## src/rtl/core/rmr_pkg.sv

```systemverilog
package rmr_pkg;

    // Fixed field widths.
    localparam int COORD_W = 12;
    localparam int DIM_W   = 13;
    localparam int CHAN_W  = 8;
    localparam int SUM_W   = 32;
    localparam int AREA_W  = 2 * DIM_W;
    localparam int CNT_W   = $clog2(SUM_W);
    localparam int ADDR_W  = 5;
    localparam int DATA_W  = 32;

    // Largest frame dimension; also the reset value of the frame row count.
    localparam int MAX_DIM = 4096;

    // Register indexes, taken from paddr[4:2].
    typedef enum logic [2:0] {
        REG_RECT_LEFT   = 3'd0,
        REG_RECT_TOP    = 3'd1,
        REG_RECT_WIDTH  = 3'd2,
        REG_RECT_HEIGHT = 3'd3,
        REG_FRAME_ROWS  = 3'd4,
        REG_FLIP_ROWS   = 3'd5
    } t_reg_idx;

    typedef struct packed {
        logic [COORD_W-1:0] rect_left;
        logic [COORD_W-1:0] rect_top;
        logic [DIM_W-1:0]   rect_width;
        logic [DIM_W-1:0]   rect_height;
        logic [DIM_W-1:0]   frame_rows;
        logic               flip_rows;
    } t_cfg;

    typedef enum logic [1:0] {
        ST_RUN  = 2'd0,
        ST_DIV  = 2'd1,
        ST_POST = 2'd2
    } t_state;

    // Commands from the controller to the datapath.
    typedef struct packed {
        logic acc;
        logic start;
        logic step;
        logic load_out;
    } t_cmd;

    // Status from the datapath to the controller.
    typedef struct packed {
        logic div_last;
    } t_status;

endpackage

```

## src/rtl/core/region_mean_rgb.sv

```systemverilog
// Pixels are taken at one per cycle while the block is collecting a frame.
// The transfer that carries tlast starts a restoring division (one
// quotient bit per cycle in each color lane); no pixel is taken while the
// division runs, nor later while the previous result still waits. Reset
// (synchronous, active low) clears the sums, the handshake state and the
// registers; frame rows is 4096.
module region_mean_rgb (
    input  logic                      i_clk,
    input  logic                      i_rst_n,
    // APB-style configuration port
    input  logic                      psel,
    input  logic                      penable,
    input  logic                      pwrite,
    input  logic [rmr_pkg::ADDR_W-1:0] paddr,
    input  logic [rmr_pkg::DATA_W-1:0] pwdata,
    output logic [rmr_pkg::DATA_W-1:0] prdata,
    output logic                      pready,
    // Pixel stream
    input  logic                      s_axis_tvalid,
    output logic                      s_axis_tready,
    // tdata: pixel_col[11:0], pixel_row[23:12], blue_byte[31:24],
    //        green_byte[39:32], red_byte[47:40]
    input  logic [47:0]               s_axis_tdata,
    // tlast: frame_end
    input  logic                      s_axis_tlast,
    // Result stream
    output logic                      m_axis_tvalid,
    input  logic                      m_axis_tready,
    // tdata: mean_red[7:0], mean_green[15:8], mean_blue[23:16]
    output logic [23:0]               m_axis_tdata,
    // tuser: empty_region
    output logic                      m_axis_tuser
);
    import rmr_pkg::*;

    t_cfg              w_cfg;
    t_cmd              w_cmd;
    t_status           w_status;
    logic [CHAN_W-1:0] w_mean_red;
    logic [CHAN_W-1:0] w_mean_green;
    logic [CHAN_W-1:0] w_mean_blue;

    rmr_regs u_regs (
        .i_clk   (i_clk),
        .i_rst_n (i_rst_n),
        .psel    (psel),
        .penable (penable),
        .pwrite  (pwrite),
        .paddr   (paddr),
        .pwdata  (pwdata),
        .prdata  (prdata),
        .pready  (pready),
        .o_cfg   (w_cfg)
    );

    rmr_ctrl u_ctrl (
        .i_clk       (i_clk),
        .i_rst_n     (i_rst_n),
        .i_in_valid  (s_axis_tvalid),
        .i_in_last   (s_axis_tlast),
        .o_in_ready  (s_axis_tready),
        .o_out_valid (m_axis_tvalid),
        .i_out_ready (m_axis_tready),
        .i_status    (w_status),
        .o_cmd       (w_cmd)
    );

    rmr_datapath u_datapath (
        .i_clk          (i_clk),
        .i_rst_n        (i_rst_n),
        .i_cfg          (w_cfg),
        .i_cmd          (w_cmd),
        .o_status       (w_status),
        .i_pixel_col    (s_axis_tdata[11:0]),
        .i_pixel_row    (s_axis_tdata[23:12]),
        .i_blue_byte    (s_axis_tdata[31:24]),
        .i_green_byte   (s_axis_tdata[39:32]),
        .i_red_byte     (s_axis_tdata[47:40]),
        .o_mean_red     (w_mean_red),
        .o_mean_green   (w_mean_green),
        .o_mean_blue    (w_mean_blue),
        .o_empty_region (m_axis_tuser)
    );

    assign m_axis_tdata = {w_mean_blue, w_mean_green, w_mean_red};

endmodule

```

## src/rtl/core/rmr_regs.sv

```systemverilog
module rmr_regs (
    input  logic                      i_clk,
    input  logic                      i_rst_n,
    input  logic                      psel,
    input  logic                      penable,
    input  logic                      pwrite,
    input  logic [rmr_pkg::ADDR_W-1:0] paddr,
    input  logic [rmr_pkg::DATA_W-1:0] pwdata,
    output logic [rmr_pkg::DATA_W-1:0] prdata,
    output logic                      pready,
    output rmr_pkg::t_cfg             o_cfg
);
    import rmr_pkg::*;

    t_cfg     r_cfg;
    t_reg_idx w_idx;
    logic     w_wr;

    assign w_idx  = t_reg_idx'(paddr[ADDR_W-1:2]);
    assign w_wr   = psel & penable & pwrite;
    assign pready = 1'b1;
    assign o_cfg  = r_cfg;

    // Register writes on the access cycle of a write transfer.
    always_ff @(posedge i_clk) begin
        if (!i_rst_n) begin
            r_cfg.rect_left   <= '0;
            r_cfg.rect_top    <= '0;
            r_cfg.rect_width  <= '0;
            r_cfg.rect_height <= '0;
            r_cfg.frame_rows  <= DIM_W'(MAX_DIM);
            r_cfg.flip_rows   <= 1'b0;
        end else if (w_wr) begin
            case (w_idx)
                REG_RECT_LEFT:   r_cfg.rect_left   <= pwdata[COORD_W-1:0];
                REG_RECT_TOP:    r_cfg.rect_top    <= pwdata[COORD_W-1:0];
                REG_RECT_WIDTH:  r_cfg.rect_width  <= pwdata[DIM_W-1:0];
                REG_RECT_HEIGHT: r_cfg.rect_height <= pwdata[DIM_W-1:0];
                REG_FRAME_ROWS:  r_cfg.frame_rows  <= pwdata[DIM_W-1:0];
                REG_FLIP_ROWS:   r_cfg.flip_rows   <= pwdata[0];
                default: ;
            endcase
        end
    end

    // Read-back mux.
    always_comb begin
        case (w_idx)
            REG_RECT_LEFT:   prdata = DATA_W'(r_cfg.rect_left);
            REG_RECT_TOP:    prdata = DATA_W'(r_cfg.rect_top);
            REG_RECT_WIDTH:  prdata = DATA_W'(r_cfg.rect_width);
            REG_RECT_HEIGHT: prdata = DATA_W'(r_cfg.rect_height);
            REG_FRAME_ROWS:  prdata = DATA_W'(r_cfg.frame_rows);
            REG_FLIP_ROWS:   prdata = DATA_W'(r_cfg.flip_rows);
            default:         prdata = '0;
        endcase
    end

endmodule

```

## src/rtl/core/rmr_ctrl.sv

```systemverilog
module rmr_ctrl (
    input  logic              i_clk,
    input  logic              i_rst_n,
    input  logic              i_in_valid,
    input  logic              i_in_last,
    output logic              o_in_ready,
    output logic              o_out_valid,
    input  logic              i_out_ready,
    input  rmr_pkg::t_status  i_status,
    output rmr_pkg::t_cmd     o_cmd
);
    import rmr_pkg::*;

    t_state r_state;
    t_state n_state;
    logic   r_out_valid;
    logic   n_out_valid;

    // State and output-valid registers.
    always_ff @(posedge i_clk) begin
        if (!i_rst_n) begin
            r_state     <= ST_RUN;
            r_out_valid <= 1'b0;
        end else begin
            r_state     <= n_state;
            r_out_valid <= n_out_valid;
        end
    end

    // Next state and commands.
    always_comb begin
        n_state      = r_state;
        o_in_ready   = 1'b0;
        o_cmd        = '0;
        n_out_valid  = r_out_valid & ~i_out_ready;
        case (r_state)
            ST_RUN: begin
                o_in_ready = 1'b1;
                o_cmd.acc  = i_in_valid;
                if (i_in_valid && i_in_last) begin
                    o_cmd.start = 1'b1;
                    n_state     = ST_DIV;
                end
            end
            ST_DIV: begin
                o_cmd.step = 1'b1;
                if (i_status.div_last) begin
                    n_state = ST_POST;
                end
            end
            ST_POST: begin
                // Wait until the output register is free or being emptied.
                if (!r_out_valid || i_out_ready) begin
                    o_cmd.load_out = 1'b1;
                    n_out_valid    = 1'b1;
                    n_state        = ST_RUN;
                end
            end
            default: begin
                n_state = ST_RUN;
            end
        endcase
    end

    assign o_out_valid = r_out_valid;

endmodule

```

## src/rtl/core/rmr_datapath.sv

```systemverilog
module rmr_datapath (
    input  logic                        i_clk,
    input  logic                        i_rst_n,
    input  rmr_pkg::t_cfg               i_cfg,
    input  rmr_pkg::t_cmd               i_cmd,
    output rmr_pkg::t_status            o_status,
    input  logic [rmr_pkg::COORD_W-1:0] i_pixel_col,
    input  logic [rmr_pkg::COORD_W-1:0] i_pixel_row,
    input  logic [rmr_pkg::CHAN_W-1:0]  i_blue_byte,
    input  logic [rmr_pkg::CHAN_W-1:0]  i_green_byte,
    input  logic [rmr_pkg::CHAN_W-1:0]  i_red_byte,
    output logic [rmr_pkg::CHAN_W-1:0]  o_mean_red,
    output logic [rmr_pkg::CHAN_W-1:0]  o_mean_green,
    output logic [rmr_pkg::CHAN_W-1:0]  o_mean_blue,
    output logic                        o_empty_region
);
    import rmr_pkg::*;

    localparam int LANES = 3;
    localparam int ROW_W = DIM_W + 2;

    // One restoring division step: returns {remainder, shifted dividend with quotient bit}.
    function automatic logic [AREA_W+SUM_W-1:0] f_div_step(
        input logic [AREA_W-1:0] rem,
        input logic [SUM_W-1:0]  dvd,
        input logic [AREA_W-1:0] area
    );
        logic [AREA_W:0] sh;
        logic [AREA_W:0] diff;
        sh   = {rem, dvd[SUM_W-1]};
        diff = sh - {1'b0, area};
        if (diff[AREA_W]) begin
            f_div_step = {sh[AREA_W-1:0], dvd[SUM_W-2:0], 1'b0};
        end else begin
            f_div_step = {diff[AREA_W-1:0], dvd[SUM_W-2:0], 1'b1};
        end
    endfunction

    logic [SUM_W-1:0]  r_sum   [LANES];
    logic [SUM_W-1:0]  w_sum_n [LANES];
    logic [SUM_W-1:0]  r_dvd   [LANES];
    logic [AREA_W-1:0] r_rem   [LANES];
    logic [CHAN_W-1:0] w_byte  [LANES];
    logic [AREA_W-1:0] r_area;
    logic [CNT_W-1:0]  r_cnt;
    logic [CHAN_W-1:0] r_mean  [LANES];
    logic              r_empty;

    logic              w_col_hit;
    logic              w_row_hit;
    logic              w_hit;
    logic [DIM_W:0]    w_col_end;
    logic [DIM_W:0]    w_row_end;
    logic [ROW_W-1:0]  w_k;

    // Column test.
    assign w_col_end = {2'b0, i_cfg.rect_left} + {1'b0, i_cfg.rect_width};
    assign w_col_hit = (i_pixel_col >= i_cfg.rect_left)
                     && ({2'b0, i_pixel_col} < w_col_end);

    // Row test, direct or flipped. The flipped offset is a signed value.
    assign w_row_end = {2'b0, i_cfg.rect_top} + {1'b0, i_cfg.rect_height};
    assign w_k = {2'b0, i_cfg.frame_rows} - ROW_W'(1)
               - {3'b0, i_cfg.rect_top} - {3'b0, i_pixel_row};
    always_comb begin
        if (i_cfg.flip_rows) begin
            w_row_hit = !w_k[ROW_W-1] && (w_k[ROW_W-2:0] < {1'b0, i_cfg.rect_height});
        end else begin
            w_row_hit = (i_pixel_row >= i_cfg.rect_top)
                      && ({2'b0, i_pixel_row} < w_row_end);
        end
    end
    assign w_hit = w_col_hit & w_row_hit;

    assign w_byte[0] = i_red_byte;
    assign w_byte[1] = i_green_byte;
    assign w_byte[2] = i_blue_byte;

    always_comb begin
        for (int i = 0; i < LANES; i++) begin
            w_sum_n[i] = r_sum[i] + (w_hit ? SUM_W'(w_byte[i]) : SUM_W'(0));
        end
    end

    // Running sums; cleared once the frame's totals move to the divider.
    always_ff @(posedge i_clk) begin
        if (!i_rst_n) begin
            for (int i = 0; i < LANES; i++) begin
                r_sum[i] <= '0;
            end
        end else if (i_cmd.acc) begin
            for (int i = 0; i < LANES; i++) begin
                r_sum[i] <= i_cmd.start ? SUM_W'(0) : w_sum_n[i];
            end
        end
    end

    // Step counter of the division.
    always_ff @(posedge i_clk) begin
        if (!i_rst_n) begin
            r_cnt <= '0;
        end else if (i_cmd.start) begin
            r_cnt <= '0;
        end else if (i_cmd.step) begin
            r_cnt <= r_cnt + CNT_W'(1);
        end
    end
    assign o_status.div_last = (r_cnt == {CNT_W{1'b1}});

    // Three restoring dividers, one quotient bit per cycle each.
    always_ff @(posedge i_clk) begin
        if (i_cmd.start) begin
            r_area <= AREA_W'(i_cfg.rect_width) * AREA_W'(i_cfg.rect_height);
            for (int i = 0; i < LANES; i++) begin
                r_dvd[i] <= w_sum_n[i];
                r_rem[i] <= '0;
            end
        end else if (i_cmd.step) begin
            for (int i = 0; i < LANES; i++) begin
                {r_rem[i], r_dvd[i]} <= f_div_step(r_rem[i], r_dvd[i], r_area);
            end
        end
    end

    // Output register: saturate the quotients, force zeros for an empty area.
    always_ff @(posedge i_clk) begin
        if (i_cmd.load_out) begin
            r_empty <= (r_area == '0);
            for (int i = 0; i < LANES; i++) begin
                if (r_area == '0) begin
                    r_mean[i] <= '0;
                end else if (r_dvd[i][SUM_W-1:CHAN_W] != '0) begin
                    r_mean[i] <= {CHAN_W{1'b1}};
                end else begin
                    r_mean[i] <= r_dvd[i][CHAN_W-1:0];
                end
            end
        end
    end

    assign o_mean_red     = r_mean[0];
    assign o_mean_green   = r_mean[1];
    assign o_mean_blue    = r_mean[2];
    assign o_empty_region = r_empty;

endmodule

```

## config.mk

```make
export PLATFORM = sky130hd
export DESIGN_NAME = region_mean_rgb
export DESIGN_NICKNAME = d
export VERILOG_FILES = /design/src/rtl/core/rmr_pkg.sv /design/src/rtl/core/region_mean_rgb.sv /design/src/rtl/core/rmr_regs.sv /design/src/rtl/core/rmr_ctrl.sv /design/src/rtl/core/rmr_datapath.sv
export SDC_FILE = /design/constraint.sdc
export NUM_CORES = 1
export LEC_CHECK = 0
export BUFFER_PORTS_ARGS = -buffer_cell sky130_fd_sc_hd__buf_2
export CAP_MARGIN = 20
export CORE_AREA = 4 4 269 271
export CTS_CLUSTER_SIZE = 28
export DETAILED_ROUTE_END_ITERATION = 6
export DIE_AREA = 0 0 273 275
export PLACE_DENSITY = 0.65
export SLEW_MARGIN = 20
export SYNTH_ARGS = -nofsm -noshare
export SYNTH_HDL_FRONTEND = slang
export SYNTH_SLANG_ARGS = --single-unit
```

## constraint.sdc

```tcl
create_clock -name i_clk -period 19.8 [get_ports i_clk]
set_input_delay 0.99 -clock i_clk [delete_from_list [all_inputs] [get_ports i_clk]]
set_output_delay 0.99 -clock i_clk [all_outputs]
set_load 0.005 [all_outputs]
```

======== Yosys cells after proc, flatten, opt, wreduce, memory -nomap -nowiden ========
Memories as Yosys holds them, arrays and structs flattened.
Index checks and enable logic that the tools add are counted.
word-level totals
  output and inout port bits .............. 60
  bits in writable memories ............... 120
  flip-flop bits (word level) ............. 273
  bits in latches ......................... 0
  logic and storage cells ................. 150
  memories ................................ 2
  input port bits ......................... 93
  ROM bits ................................ 0
operators by class
  bitwise gates (word level) .............. 15
  reductions and logical operators ........ 22
  multiplexer cells ....................... 65
  divide/modulo/power cells ............... 0
  order comparisons ....................... 5
  $mul .................................... 1
  shifts and indexed selects .............. 0
  add/subtract/negate cells ............... 12
  equal/unequal tests ..................... 11
memories
  name               depth  bits a word  read ports  clocked after Yosys merged registers in  wr ports  RTL line            source
  u_datapath.r_sum   3      32           3           0                                        3         rmr_datapath.sv:39  logic [SUM_W-1:0] r_sum [LANES];
  u_datapath.r_mean  3      8            3           0                                        3         rmr_datapath.sv:46  logic [CHAN_W-1:0] r_mean [LANES];
operators with widths
  operator                 count
  $mux W32                 6
  $mux W96                 2
  $mux W58                 3
  $add A32 B32 Y32         3
  $sub A27 B26 Y27         3
  $pmux W13 S6             1
  $mux W8                  9
  $reduce_bool A24 Y1      3
  $mux W1                  39
  $sub A15 B12 Y15         2
  $add A12 B13 Y14         2
  $lt A12 B14 Y1           2
  $logic_not A26 Y1        1
  $mul A13 B13 Y26         1
  $ge A12 B12 Y1           2
  $lt A14 B13 Y1           1
  $sub A13 B1 Y14 const B  1
  $reduce_and A2 Y1        6
  $or A1 B1 Y1             9
  $mux W2                  4
  $eq A3 B2 Y1 const B     2
  $eq A3 B3 Y1 const B     2
  $ne A2 B1 Y1 const B     3
  $pmux W2 S3              1
  15 further kinds         23

======== Logic depth before layout (Yosys ltp) ========
Gate-level depths: netlist of the first run.
  depth in word-level cells ............... 11
  mapped depth ............................ 38
  depth with buffers taken out ............ 36

======== By module ========
From an unflattened synthesis of the first run, not the netlist that was laid out.
unflattened totals
  cells, all modules ...................... 3385
  area, all modules ....................... 31620.3 µm²
modules (own cells, without submodules)
  module        seq. area each (µm²)  area an instance (µm²)  cells each  times used
  rmr_datapath  8958.6                28292.1                 3041        1
  rmr_regs      1281.2                3165.5                  326         1
  rmr_ctrl      60.1                  162.7                   18          1

======== Least setup slack after synthesis of the first run ========
No wires, ideal clock.
  kind .................................... register -> register
  start ................................... reg u_regs.r_cfg, in the netlist u_regs.o_cfg[1]
  end ..................................... reg u_datapath.r_dvd[94] in the netlist's numbering, data pin
  path buffers ............................ 1
  data required time ...................... 19533 ps
  arrival ................................. 6658 ps
  period minus slack after synthesis ...... 6925 ps
  path slack .............................. 12875 ps
  cell stages (with the launch flop) ...... 34
  library setup time ...................... 267 ps
  cells stage by stage .................... dfxtp_1 > inv_1 > ha_1 > nand2_1 > or2_2 > nor4_1 > xor2_1 > fa_1 > ha_1 > a211o_1 > o21a_1 > a41o_1 > nand2_1 > nand2_1 > a21oi_1 > xnor2_1 > ha_1 > a21oi_1 > nor2b_1 > nor4b_1 > o2111a_1 > o221ai_2 > or2_2 > fa_1 > nor2b_1 > o21ai_0 > a21boi_0 > o21ai_0 > a21boi_0 > o21ai_0 > clkbuf_1 > a2111oi_0 > xnor2_1 > o21ai_0
between the ends
  word-level cells in the longest chain between the ends .. 10
  elaborated cells on any way between the ends .. 11
  those cells by class .................... add/sub (4); order compare (1); mux (3); bitwise (1); reduce/logical (2)
RTL lines
  element                                                    RTL line             source
  from (decl)                                                rmr_regs.sv:15       t_cfg r_cfg;
  $sub A13 B1 Y14 *                                          rmr_datapath.sv:63   assign w_k = {2'b0, i_cfg.frame_rows} - ROW_W'(1)
  $sub A15 B12 Y15 * (2 in series)                           rmr_datapath.sv:64   - {3'b0, i_cfg.rect_top} - {3'b0, i_pixel_row};
  $lt A14 B13 Y1 / $logic_not A1 Y1 (equally long branches)  rmr_datapath.sv:67   w_row_hit = !w_k[ROW_W-1] && (w_k[ROW_W-2:0] < {1'b0, i_cfg.rect_height});
  $logic_and A1 B1 Y1 *                                      rmr_datapath.sv:67
  $mux W1 *                                                  rmr_datapath.sv:66   if (i_cfg.flip_rows) begin
  $and A1 B1 Y1 *                                            rmr_datapath.sv:73   assign w_hit = w_col_hit & w_row_hit;
  $mux W8 *                                                  rmr_datapath.sv:81   w_sum_n[i] = r_sum[i] + (w_hit ? SUM_W'(w_byte[i]) : SUM_W'(0));
  $add A32 B32 Y32 *                                         rmr_datapath.sv:81
  $mux W96 *                                                 rmr_datapath.sv:112  if (i_cmd.start) begin
  to (signal, indexed assignment)                            rmr_datapath.sv:115  r_dvd[i] <= w_sum_n[i];
  to (signal, indexed assignment)                            rmr_datapath.sv:120  {r_rem[i], r_dvd[i]} <= f_div_step(r_rem[i], r_dvd[i], r_area);
  to (decl)                                                  rmr_datapath.sv:41   logic [SUM_W-1:0] r_dvd [LANES];
Mark *: on every way between the ends. The rest lies on a longest branch, timed or not.
A chain may end at the register's enable or synchronous reset.

======== Worst setup path in the final report of the first run ========
  start ................................... reg u_regs.r_cfg, in the netlist u_regs.o_cfg[1]
  end ..................................... reg u_datapath.r_dvd[18] in the netlist's numbering, data pin
The elaborated chain is that of the path after synthesis.

==> results of run 1 <==
layout by cell type, fill, tap and decap left out, types with 66 or more instances in the layout:
cell type / n
sky130_fd_sc_hd__xnor2_1: 150
sky130_fd_sc_hd__and2_1: 68
sky130_fd_sc_hd__dfxtp_1: 150
sky130_fd_sc_hd__ha_1: 282
sky130_fd_sc_hd__mux2i_1: 113
sky130_fd_sc_hd__o21ai_0: 209
sky130_fd_sc_hd__nor3_1: 66
sky130_fd_sc_hd__buf_2: 111
sky130_fd_sc_hd__a21oi_1: 153
sky130_fd_sc_hd__fa_1: 141
sky130_fd_sc_hd__nor2_1: 255
sky130_fd_sc_hd__edfxtp_1: 243
sky130_fd_sc_hd__nand2_1: 486
sky130_fd_sc_hd__xor2_1: 70
sky130_fd_sc_hd__inv_1: 289
flip-flops by register name, summed over array words and instances, names as in the netlist, 2 cells and up:
register and cells:
u_datapath.r_dvd 96, u_datapath.r_sum 96, u_datapath.r_rem 78, u_regs.o_cfg 64
u_datapath.r_area 26, u_datapath.r_mean 24, u_datapath.r_cnt 5, u_ctrl.r_state 2
power by group:
group | internal (µW) | switching [µW] | leakage (µW) | total, µW
Sequential | 980 | 76.7 | 0.00371 | 1060
Clock | 511 | 364 | 0.000752 | 876
Combinational | 494 | 607 | 0.0100 | 1100
Total | 1990 | 1050 | 0.0145 | 3030
metal layers:
metal	vias to the layer above	share of wire
li1	12000	-
met1	11700	0.47
met2	503	0.47
met3	114	0.041
met4	0	0.025
met5	-	0
through the flow:
step	setup WS [ns]	util	hold WS, ns
2_1_floorplan	12.88	-	0.441
3_3_place_gp	11.74	0.467	0.448
3_5_place_dp	11.64	0.467	0.455
4_1_cts	11.61	0.489	0.463
5_1_grt	10.94	0.489	0.487
6_report	11.66	0.489	0.460
how the worst min path moves through the flow:
stage / start / to / slack [ns]
after floorplan: u_datapath.r_cnt[4] / u_datapath.r_cnt[4] / 0.44
after global placement: u_datapath.r_cnt[4] / u_datapath.r_cnt[4] / 0.45
after detailed placement: u_datapath.r_cnt[4] / u_datapath.r_cnt[4] / 0.45
after CTS: u_datapath.r_cnt[4] / u_datapath.r_cnt[4] / 0.46
after global routing: u_datapath.r_rem[65] / u_datapath.r_rem[65] / 0.49
final: u_datapath.r_cnt[4] / u_datapath.r_cnt[4] / 0.46
kinds of logic after synthesis:
family / share of synthesized area
AO/OA/AOI/OAI: 0.135
XOR/XNOR: 0.0623
adder cells (fa/ha/maj): 0.204
buffers and inverters: 0.0584
flip-flops: 0.330
multiplexers: 0.0387
other: 0.000241
AND/OR/NAND/NOR: 0.171
final cells by class:
| type | instances | share of cell area |
|---|---|---|
| flip-flops and latches | 393 | 0.302 |
| well taps | 940 | 0.0344 |
| multi-input cells | 2627 | 0.562 |
| clock buffers | 58 | 0.0362 |
| inverters | 291 | 0.0321 |
| clock inverters | 26 | 0.00839 |
| repair buffers | 150 | 0.0251 |
worst min-delay path: cells and delay by family (launching register included):
family	cells	cell delay (ns)
AOI/OAI and AO/OA	1	0.05
DFF	1	0.31
and+or+nand+nor	1	0.05
==> qor_table.md, run 1 <==
| Metric | Reported | Unit |
|:---|:---|:---|
| Status | finished, final reports clean | - |
| Top post-synthesis cells by area | sky130_fd_sc_hd__edfxtp_1, sky130_fd_sc_hd__ha_1, sky130_fd_sc_hd__dfxtp_1 | - |
| Total overflow reported by the global router | 0 | - |
| Met2 Use GR | 0.351 | - |
| Total Power Consumption | 3030 | µW |
| PwrDens | 88.8 | nW/µm² |
| Number of resized instances in the post-cts repair step | 0 | - |
| Global Route Usage Sum | 0.206 | - |
| First-pass GRT wire length | 126 | mm |
| Startpoint of the worst setup timing path | u_regs.o_cfg[1] | - |
| Number of buffers inserted for hold repair after clock tree synthesis | 0 | - |
| Yosys cell types | 82 | - |
| Antenna viol nets, final | 0 | - |
| Post-Syn Instances | 3455 | - |
| Number of antenna diodes | 0 | - |
| Library cell used as clock root buffer | sky130_fd_sc_hd__clkbuf_16 | - |
| Final routed wirelength across all metal layers | 77.7 | mm |
| Static power due to leakage | 0.0145 | µW |
| Number of search-and-repair iterations in the first detailed-routing pass | 5 | - |
| Rows | 97 | - |
| CP startpoint kind | register | - |
| Final setup viols | 0 | - |
| Sequential fraction of the synthesis area | 0.330 | - |
| Required time at the worst-slack endpoint | 20.09 | ns |
| Signed area change from the synthesized netlist to the final layout | 9.49 | % |
| Setup repair after global routing missed its margin | false | - |
| Post-detailed-route wirelength per cell | 17.3 | µm |
| Fill cell instance count of the final layout | 6682 | - |
| Post-route setup TNS | 0 | ns |
| Via count | 24300 | - |
| Overall die area | 75100 | µm² |
| Minimum setup slack among reg-to-reg paths | 11.66 | ns |
| Number of port buffers | 111 | - |
| Leading register cell type out of synthesis | sky130_fd_sc_hd__edfxtp_1 | - |
| Half-perimeter wire length of the detailed placement result | 55.8 | mm |
| Slew @ Worst Pin | 1.04 | ns |
| Worst relative slew slack | 0.299 | - |
| Asr flop ratio synth | 0 | - |
| Maximum number of pins on one net before global-route repair | 95 | - |
| Count of synthesis-stage warnings from yosys | 0 | - |
| Crit path time final | 8.14 | ns |
| Portion of synthesized cell area occupied by the leading cell type | 0.234 | - |
| Path length in cells of the critical path | 34 | - |
| Final Cycle Share | 0.411 | - |
| # Post-CTS Setup Buffers | 0 | - |
| Number of max-cap violations | 0 | - |
| Number of nets in the layout | 4025 | - |
| Crit path arrival time | 8.43 | ns |
| Worst path bufs/invs | 3 | - |
| Peak VDD IR | 0.0743 | mV |
| Multi-input gate area in the final layout | 19200 | µm² |
| Die boundary height | 275 | µm |
| Final hold vios | 0 | - |
| R2r endpoint | u_datapath.r_dvd[18] | - |
| Critical path class | reg2reg | - |
| Number of DRC violations after detailed routing | 0 | - |
| Maximum clock insertion buffer count | 3 | - |
| Post-Syn Area | 31200 | µm² |
| Peak Freq | 123 | MHz |
| Global-route met3 utilization | 0.0240 | - |
| Cell accounting for the most synthesized area | sky130_fd_sc_hd__edfxtp_1 | - |
| Reg clk slew, reported paths | 0.06 | ns |
| Area after detailed placement | 32600 | µm² |
| Post-synthesis average cell area | 9.03 | µm² |
| Number of antenna violations at the first check in global routing | 0 | - |
| Global placer's final weighted congestion | 0.868 | - |
| Number of buffers added by the clock tree synthesis step | 46 | - |
| Htree depth | 2 | - |
| Startpoint of the worst register-to-register path | u_regs.o_cfg[1] | - |
| Die W | 273 | µm |
| Post-synth top cells | sky130_fd_sc_hd__nand2_1, sky130_fd_sc_hd__inv_1, sky130_fd_sc_hd__ha_1 | - |
| Top Family by Delay on Critical Path | compound AO/OA/AOI/OAI gates | - |
| DRT iter0 DRCs | 1412 | - |
| Met1 capacity usage during global routing | 0.278 | - |
| Worst min path class | reg2reg | - |
| Cells on worst reg2reg path | 34 | - |
| Grt peak-use layer | met2 | - |
| Top-count cell post-synth | sky130_fd_sc_hd__nand2_1 | - |
| Final design area excluding fillers | 34200 | µm² |
| Number of enable-type register cells in the synthesized netlist | 243 | - |
| Max Fanout on Critical Path | 27 | - |
| Floorplan Core Area | 69800 | µm² |
| Post-Route Skew | 0.0343 | ns |
| Placed Instances | 4400 | - |
| Count of final max-slew check failures | 0 | - |
| Layout cell share with drive strength beyond 1 | 0.0736 | - |
| Delay of the slowest cell on the worst path | 0.81 | ns |
| Clock tree from TritonCTS | done | - |
| Flip-flop and latch count after synthesis | 393 | - |
| Crit-path slowest cell | sky130_fd_sc_hd__o21ai_1 | - |
| Clock net sink count | 393 | - |
| Worst-skew pair later-pin latency | 0.60 | ns |
| Initial standard-cell utilization of the core | 0.447 | - |
| Element type at the critical path end | register | - |
| Area occupied by registers | 10300 | µm² |
| Destination of the critical timing path | u_datapath.r_dvd[18] | - |
| Top-level port count | 153 | - |
| Vias per cell | 5.42 | - |
| Non-filler instance count after layout | 4485 | - |
| Instance count along the most critical hold path | 2 | - |
| Vias in the first global route | 24000 | - |
No activity file was read; power rests on OpenSTA's default activity.
==> run 2, diff against run 1 <==
- clock period: 19.8 -> 8.4 ns (I/O delays scaled with it)
==> qor_table.md, run 2 (same netlist as run 1, synthesis figures left out) <==
| Metric | Reported | Unit | vs previous |
|:---|:---|:---|:---|
| Final setup viols | 0 | - | unchanged |
| Minimum setup slack among reg-to-reg paths | 0.63 | ns | -11.03 ns |
| Signed area change from the synthesized netlist to the final layout | 9.47 | % | about the same |
| Global placer's final weighted congestion | 0.922 | - | +6.2% |
| Registers with the most flip-flops | u_datapath.r_dvd x96, u_datapath.r_sum x96, u_datapath.r_rem x78 | - |  |
| Overall die area | 75100 | µm² | unchanged |
| Library cell used as clock root buffer | sky130_fd_sc_hd__clkbuf_16 | - |  |
| Rows | 97 | - | unchanged |
| First-pass GRT wire length | 127 | mm | +1.1% |
| Slew @ Worst Pin | 1.08 | ns | +0.0351 ns |
| Worst-skew pair later-pin latency | 0.59 | ns | about the same |
| Dpl ws | 0.498 | ns | -11.14 ns |
| Number of antenna diodes | 0 | - | unchanged |
| Commonest non-fill, non-tap cell in the layout | sky130_fd_sc_hd__nand2_1 | - |  |
| Number of port buffers | 111 | - | unchanged |
| Number of max-cap violations | 0 | - | unchanged |
| Final Cycle Share | 0.924 | - | +0.514 |
| Required time at the worst-slack endpoint | 8.68 | ns | -11.41 ns |
| Clock net sink count | 393 | - | unchanged |
| Final setup margin | 0.634 | ns | -11.03 ns |
| Status | finished, final reports clean | - |  |
| Peak VDD IR | 0.333 | mV | +350% |
| Maximum number of pins on one net before global-route repair | 104 | - | +9.5% |
| Number of search-and-repair iterations in the first detailed-routing pass | 5 | - | unchanged |
| Half-perimeter wire length of the detailed placement result | 56.7 | mm | +1.6% |
| Max Fanout on Critical Path | 12 | - | -56% |
| Hold Crit Start | pwdata[12] | - |  |
| Post-route setup TNS | 0 | ns | unchanged |
| Antenna viol nets, final | 0 | - | unchanged |
| Fill cell instance count of the final layout | 6597 | - | -1.3% |
| Number of antenna violations at the first check in global routing | 0 | - | unchanged |
| Floorplan Core Area | 69800 | µm² | unchanged |
| Vias per cell | 5.42 | - | about the same |
| Worst min path class | in2reg | - |  |
| Via count | 24400 | - | +0.15% |
| R2r endpoint | u_datapath.r_dvd[94] | - |  |
| CP startpoint kind | register | - |  |
| PwrDens | 206 | nW/µm² | +130% |
| Worst relative slew slack | 0.281 | - | -0.0187 |
| Final routed wirelength across all metal layers | 78.8 | mm | +1.4% |
| # Post-CTS Setup Buffers | 0 | - | unchanged |
| Crit-path slowest cell | sky130_fd_sc_hd__a2111oi_1 | - |  |
| Crit path arrival time | 8.05 | ns | -0.38 ns |
| Htree depth | 2 | - | unchanged |
| Setup repair after global routing missed its margin | false | - |  |
| Reg clk slew, reported paths | 0.06 | ns | about the same |
| Critical path class | reg2reg | - |  |
| Total overflow reported by the global router | 0 | - | unchanged |
| Worst path most repeated cell | sky130_fd_sc_hd__o21ai_0 | - |  |
| Non-filler instance count after layout | 4492 | - | +0.16% |
| Post-detailed-route wirelength per cell | 17.5 | µm | +1.3% |
| DRT iter0 DRCs | 1712 | - | +21% |
| Top-level port count | 153 | - | unchanged |
| Maximum clock insertion buffer count | 3 | - | unchanged |
| Number of DRC violations after detailed routing | 0 | - | unchanged |
| Initial standard-cell utilization of the core | 0.447 | - | unchanged |
| Min-Delay Endpoint | u_regs.o_cfg[13] | - |  |
| Peak Freq | 129 | MHz | +4.8% |
| Count of final max-slew check failures | 0 | - | unchanged |
| Final hold vios | 0 | - | unchanged |
| Number of buffers inserted for hold repair after clock tree synthesis | 0 | - | unchanged |
| Number of nets in the layout | 4031 | - | +0.15% |
| Final hold slack | 0.138 | ns | -0.321 ns |
| Commonest cells after routing, fill and taps aside | sky130_fd_sc_hd__nand2_1, sky130_fd_sc_hd__inv_1, sky130_fd_sc_hd__ha_1, sky130_fd_sc_hd__nor2_1, sky130_fd_sc_hd__edfxtp_1 | - |  |
| Layout cell share with drive strength beyond 1 | 0.0755 | - | +0.00183 |
| Element type at the critical path end | register | - |  |
| Static power due to leakage | 0.0145 | µW | about the same |
| Delay of the slowest cell on the worst path | 0.46 | ns | -0.35 ns |
| Instance count along the most critical hold path | 3 | - | +1 |
| Cells on worst reg2reg path | 33 | - | -2.9% |
| Placed Instances | 4407 | - | +0.16% |
| Number of buffers added by the clock tree synthesis step | 46 | - | unchanged |
| Crit path time final | 7.77 | ns | -0.371 ns |
| Vias in the first global route | 23800 | - | -0.73% |
| Die W | 273 | µm | unchanged |
| Clock tree from TritonCTS | done | - |  |
| Startpoint of the worst register-to-register path | u_regs.o_cfg[1] | - |  |
| Post-Route Skew | 0.0239 | ns | -0.0104 ns |
| Global Route Usage Sum | 0.207 | - | +0.00156 |
| Die boundary height | 275 | µm | unchanged |
## run 2: cell types whose count changed in the layout (fill, tap and decap cells not counted), sizes merged
cell      delta
bufinv       -4
clkbuf      +10
clkinv       -3
buf          +6
clkinvlp     +1
inv          -3
## run 2: repair_timing
item / 4_1_cts / 5_1_grt
endpoints found under the hold margin: 0 / 0
gates resized for setup: 0 / 9
endpoints found under the setup margin: 0 / 15
## run 2: layout make-up
type,count,area (µm²),area share
Multi-Input combinational cell,2627,19200,0.563
Timing Repair Buffer,156,901,0.0264
Tap cell,940,1180,0.0344
Clock inverter,17,129,0.00377
Sequential cell,393,10300,0.302
Inverter,291,1090,0.0321
Clock buffer,68,1320,0.0386
## run 2: per-layer routing
layer	part of all wire	track usage	vias to the layer above	wire length [µm]
li1	-	-	12000	-
met1	0.48	0.292	11700	37500
met2	0.46	0.346	551	36400
met3	0.044	0.0221	98	3450
met4	0.019	0.0449	0	1490
met5	0	0	-	0
## run 2: power by group
group          switching (µW)  total (µW)  leakage, µW  internal [µW]
clock network             828        1950     0.000708           1120
logic                    1430        2600       0.0101           1160
registers                 181        2490      0.00371           2310
## run 2: stage by stage
stage | power, µW | utilization | instance area (µm²)
CTS | 7070 | 0.489 | 34100
global route | 7500 | 0.489 | 34200
finish | 7030 | 0.489 | 34200
global placement | 5070 | 0.468 | 32700
floorplan | 4620 | - | 31300
detailed placement | 5100 | 0.468 | 32700
## run 2: how the worst max path moves through the flow
stage / start / endpoint / slack [ns]
2_1_floorplan: u_regs.o_cfg[1] / u_datapath.r_dvd[94] / 1.48
3_3_place_gp: u_regs.o_cfg[1] / u_datapath.r_dvd[44] / 0.64
3_5_place_dp: u_regs.o_cfg[1] / u_datapath.r_dvd[92] / 0.50
4_1_cts: u_regs.o_cfg[1] / u_datapath.r_dvd[92] / 0.44
5_1_grt: u_regs.o_cfg[1] / u_datapath.r_dvd[94] / 0.04
6_report: u_regs.o_cfg[1] / u_datapath.r_dvd[94] / 0.63
## run 2: critical path: cells and delay by family (launching register included)
kind	cells	cell delay [ns]
buffers and inverters	2	0.36
AND/OR/NAND/NOR	9	1.58
adder cells (fa/ha/maj)	5	1.71
XOR/XNOR	3	0.56
flip-flops	1	0.35
AO/OA/AOI/OAI	14	2.89
==> run 3, diff against run 2 <==
- CORE_AREA: 4 4 269 271 -> 4 4 345 211
- DIE_AREA: 0 0 273 275 -> 0 0 349 215
- GPL_TIMING_DRIVEN: not set -> 0
==> qor_table.md, run 3 (same netlist as run 1, synthesis figures left out) <==
| Metric | Reported | Unit | vs previous |
|:---|:---|:---|:---|
| Maximum number of pins on one net before global-route repair | 79 | - | -24% |
| Delay of the slowest cell on the worst path | 0.45 | ns | about the same |
| Worst min path class | in2reg | - |  |
| Number of nets in the layout | 4147 | - | +2.9% |
| Crit path time final | 7.88 | ns | +0.119 ns |
| Final routed wirelength across all metal layers | 87.2 | mm | +11% |
| Post-Route Skew | 0.0228 | ns | -0.00107 ns |
| Status | finished, final reports clean | - |  |
| Minimum setup slack among reg-to-reg paths | 0.52 | ns | -0.12 ns |
| Htree depth | 2 | - | unchanged |
| Signed area change from the synthesized netlist to the final layout | 10.8 | % |  |
| Total overflow reported by the global router | 0 | - | unchanged |
| Via count | 25300 | - | +3.9% |
| Dpl ws | -0.0958 | ns | -0.594 ns |
| Antenna viol nets, final | 0 | - | unchanged |
| Cells on worst reg2reg path | 37 | - | +12% |
| Count of final max-slew check failures | 0 | - | unchanged |
| Number of antenna diodes | 0 | - | unchanged |
| Library cell used as clock root buffer | sky130_fd_sc_hd__clkbuf_16 | - |  |
| Die W | 349 | µm | +28% |
| Max Fanout on Critical Path | 10 | - | -2 |
| Overall die area | 75000 | µm² | about the same |
| Commonest non-fill, non-tap cell in the layout | sky130_fd_sc_hd__nand2_1 | - |  |
| Layout cell share with drive strength beyond 1 | 0.0721 | - | -0.00336 |
| Vias per cell | 5.52 | - | +1.8% |
| Number of search-and-repair iterations in the first detailed-routing pass | 6 | - | +1 |
| Number of max-cap violations | 0 | - | unchanged |
| Reg clk slew, reported paths | 0.06 | ns | about the same |
| Critical path class | reg2reg | - |  |
| Floorplan Core Area | 69500 | µm² | -0.36% |
| Top-level port count | 153 | - | unchanged |
| Global placer's final weighted congestion | 0.959 | - | +4.0% |
| Worst-skew pair later-pin latency | 0.61 | ns | +0.02 ns |
| Required time at the worst-slack endpoint | 8.75 | ns | +0.07 ns |
| Static power due to leakage | 0.0146 | µW | +0.76% |
| Total Power Consumption | 7190 | µW | +2.2% |
| Worst relative slew slack | 0.198 | - | -0.0830 |
| Crit path arrival time | 8.23 | ns | +0.18 ns |
| Worst path most repeated cell | sky130_fd_sc_hd__ha_1 | - |  |
| Startpoint of the worst register-to-register path | u_regs.o_cfg[1] | - |  |
| Slew @ Worst Pin | 1.20 | ns | +0.117 ns |
| PwrDens | 208 | nW/µm² | +0.96% |
| Registers with the most flip-flops | u_datapath.r_dvd x96, u_datapath.r_sum x96, u_datapath.r_rem x78 | - |  |
| First-pass GRT wire length | 136 | mm | +7.3% |
| Maximum clock insertion buffer count | 3 | - | unchanged |
| Half-perimeter wire length of the detailed placement result | 68.7 | mm | +21% |
| Die boundary height | 215 | µm | -22% |
| Peak Freq | 127 | MHz | -1.5% |
| Crit-path slowest cell | sky130_fd_sc_hd__fa_1 | - |  |
| Number of buffers added by the clock tree synthesis step | 41 | - | -11% |
| DRT iter0 DRCs | 2490 | - | +45% |
| Final Cycle Share | 0.939 | - | +0.0142 |
| Peak VDD IR | 0.168 | mV | -50% |
| Clock tree from TritonCTS | done | - |  |
| Global Route Usage Sum | 0.230 | - | +0.0225 |
| Rows | 75 | - | -23% |
| Min-Delay Endpoint | u_regs.o_cfg[13] | - |  |
| Clock net sink count | 393 | - | unchanged |
| Setup repair after global routing missed its margin | false | - |  |
| Non-filler instance count after layout | 4586 | - | +2.1% |
| Hold Crit Start | pwdata[12] | - |  |
| Number of DRC violations after detailed routing | 0 | - | unchanged |
| Final hold vios | 0 | - | unchanged |
| Number of buffers inserted for hold repair after clock tree synthesis | 0 | - | unchanged |
| Number of port buffers | 111 | - | unchanged |
| CP startpoint kind | register | - |  |
| Element type at the critical path end | register | - |  |
| Commonest cells after routing, fill and taps aside | sky130_fd_sc_hd__nand2_1, sky130_fd_sc_hd__inv_1, sky130_fd_sc_hd__ha_1, sky130_fd_sc_hd__nor2_1, sky130_fd_sc_hd__edfxtp_1 | - |  |
| Post-route setup TNS | 0 | ns | unchanged |
| Placed Instances | 4511 | - | +2.4% |
| Post-detailed-route wirelength per cell | 19.0 | µm | +8.3% |
| Vias in the first global route | 23600 | - | -0.86% |
| Final setup viols | 0 | - | unchanged |
| Initial standard-cell utilization of the core | 0.449 | - | +0.00161 |
| Final setup margin | 0.515 | ns | -0.119 ns |
| Instance count along the most critical hold path | 3 | - | unchanged |
| Number of antenna violations at the first check in global routing | 4 | - | +4 |
| R2r endpoint | u_datapath.r_sum[0][62] | - |  |
## run 3: changes by cell type in the layout (fill, tap and decap cells not counted), sizes merged
cell      previous run  this run
buf                156       161
bufinv               1         4
clkbuf              68       167
clkinvlp             2         3
inv                292       294
## run 3: critical path, delay by kind of cell (launching register included)
family / cells / cell delay [ns]
XOR/XNOR: 3 / 0.58
buffers and inverters: 4 / 0.63
adder cells (fa/ha/maj): 6 / 1.78
AND/OR/NAND/NOR: 10 / 1.35
AO/OA/AOI/OAI: 14 / 2.87
flip-flops: 1 / 0.41
## run 3: routing by layer
metal	GRT usage	vias to the layer above	share of wire
li1	-	12200	-
met1	0.371	12100	0.51
met2	0.289	894	0.36
met3	0.0805	78	0.11
met4	0.0373	4	0.014
met5	0	-	0.00031
## run 3: metrics by stage
step                utilization  hold WS, ns  area [µm²]
finish                    0.497       0.0883       34600
global route              0.497        0.103       34600
CTS                       0.496       0.0521       34500
detailed placement        0.476        0.460       33100
global placement          0.474        0.453       33000
floorplan                     -        0.441       31300
## run 3: worst max-delay path by stage
stage,start,end,slack [ns],depth (start not counted)
after detailed placement,u_regs.o_cfg[1],u_datapath.r_dvd[27],-0.1,32
final,u_regs.o_cfg[1],u_datapath.r_sum[0][62],0.52,37
after floorplan,u_regs.o_cfg[1],u_datapath.r_dvd[94],1.48,33
after CTS,u_regs.o_cfg[1],u_datapath.r_dvd[58],0.04,34
after global routing,u_regs.o_cfg[1],u_datapath.r_dvd[94],0.07,37
after global placement,u_regs.o_cfg[1],u_datapath.r_dvd[13],-0.06,32
## run 3: power by group
part           total, µW  internal, µW  switching [µW]
Clock               1930          1070             854
Sequential          2490          2310             182
Combinational       2770          1210            1560
Total               7190          4590            2600
## run 3: layout make-up
class / count / area, µm²
clock inverter: 23 / 283
buffer: 162 / 748
multi-input combinational: 2627 / 19200
timing repair buffer: 115 / 646
fill: 6569 / 35000
inverter: 291 / 1100
sequential: 393 / 10300
tap: 924 / 1160
clock buffer: 51 / 1100
## run 3: what timing repair did
item / CTS / global route
pin swaps: 0 / 1
gates resized for setup: 4 / 35
endpoints found under the setup margin: 47 / 137
setup buffers: 0 / 1
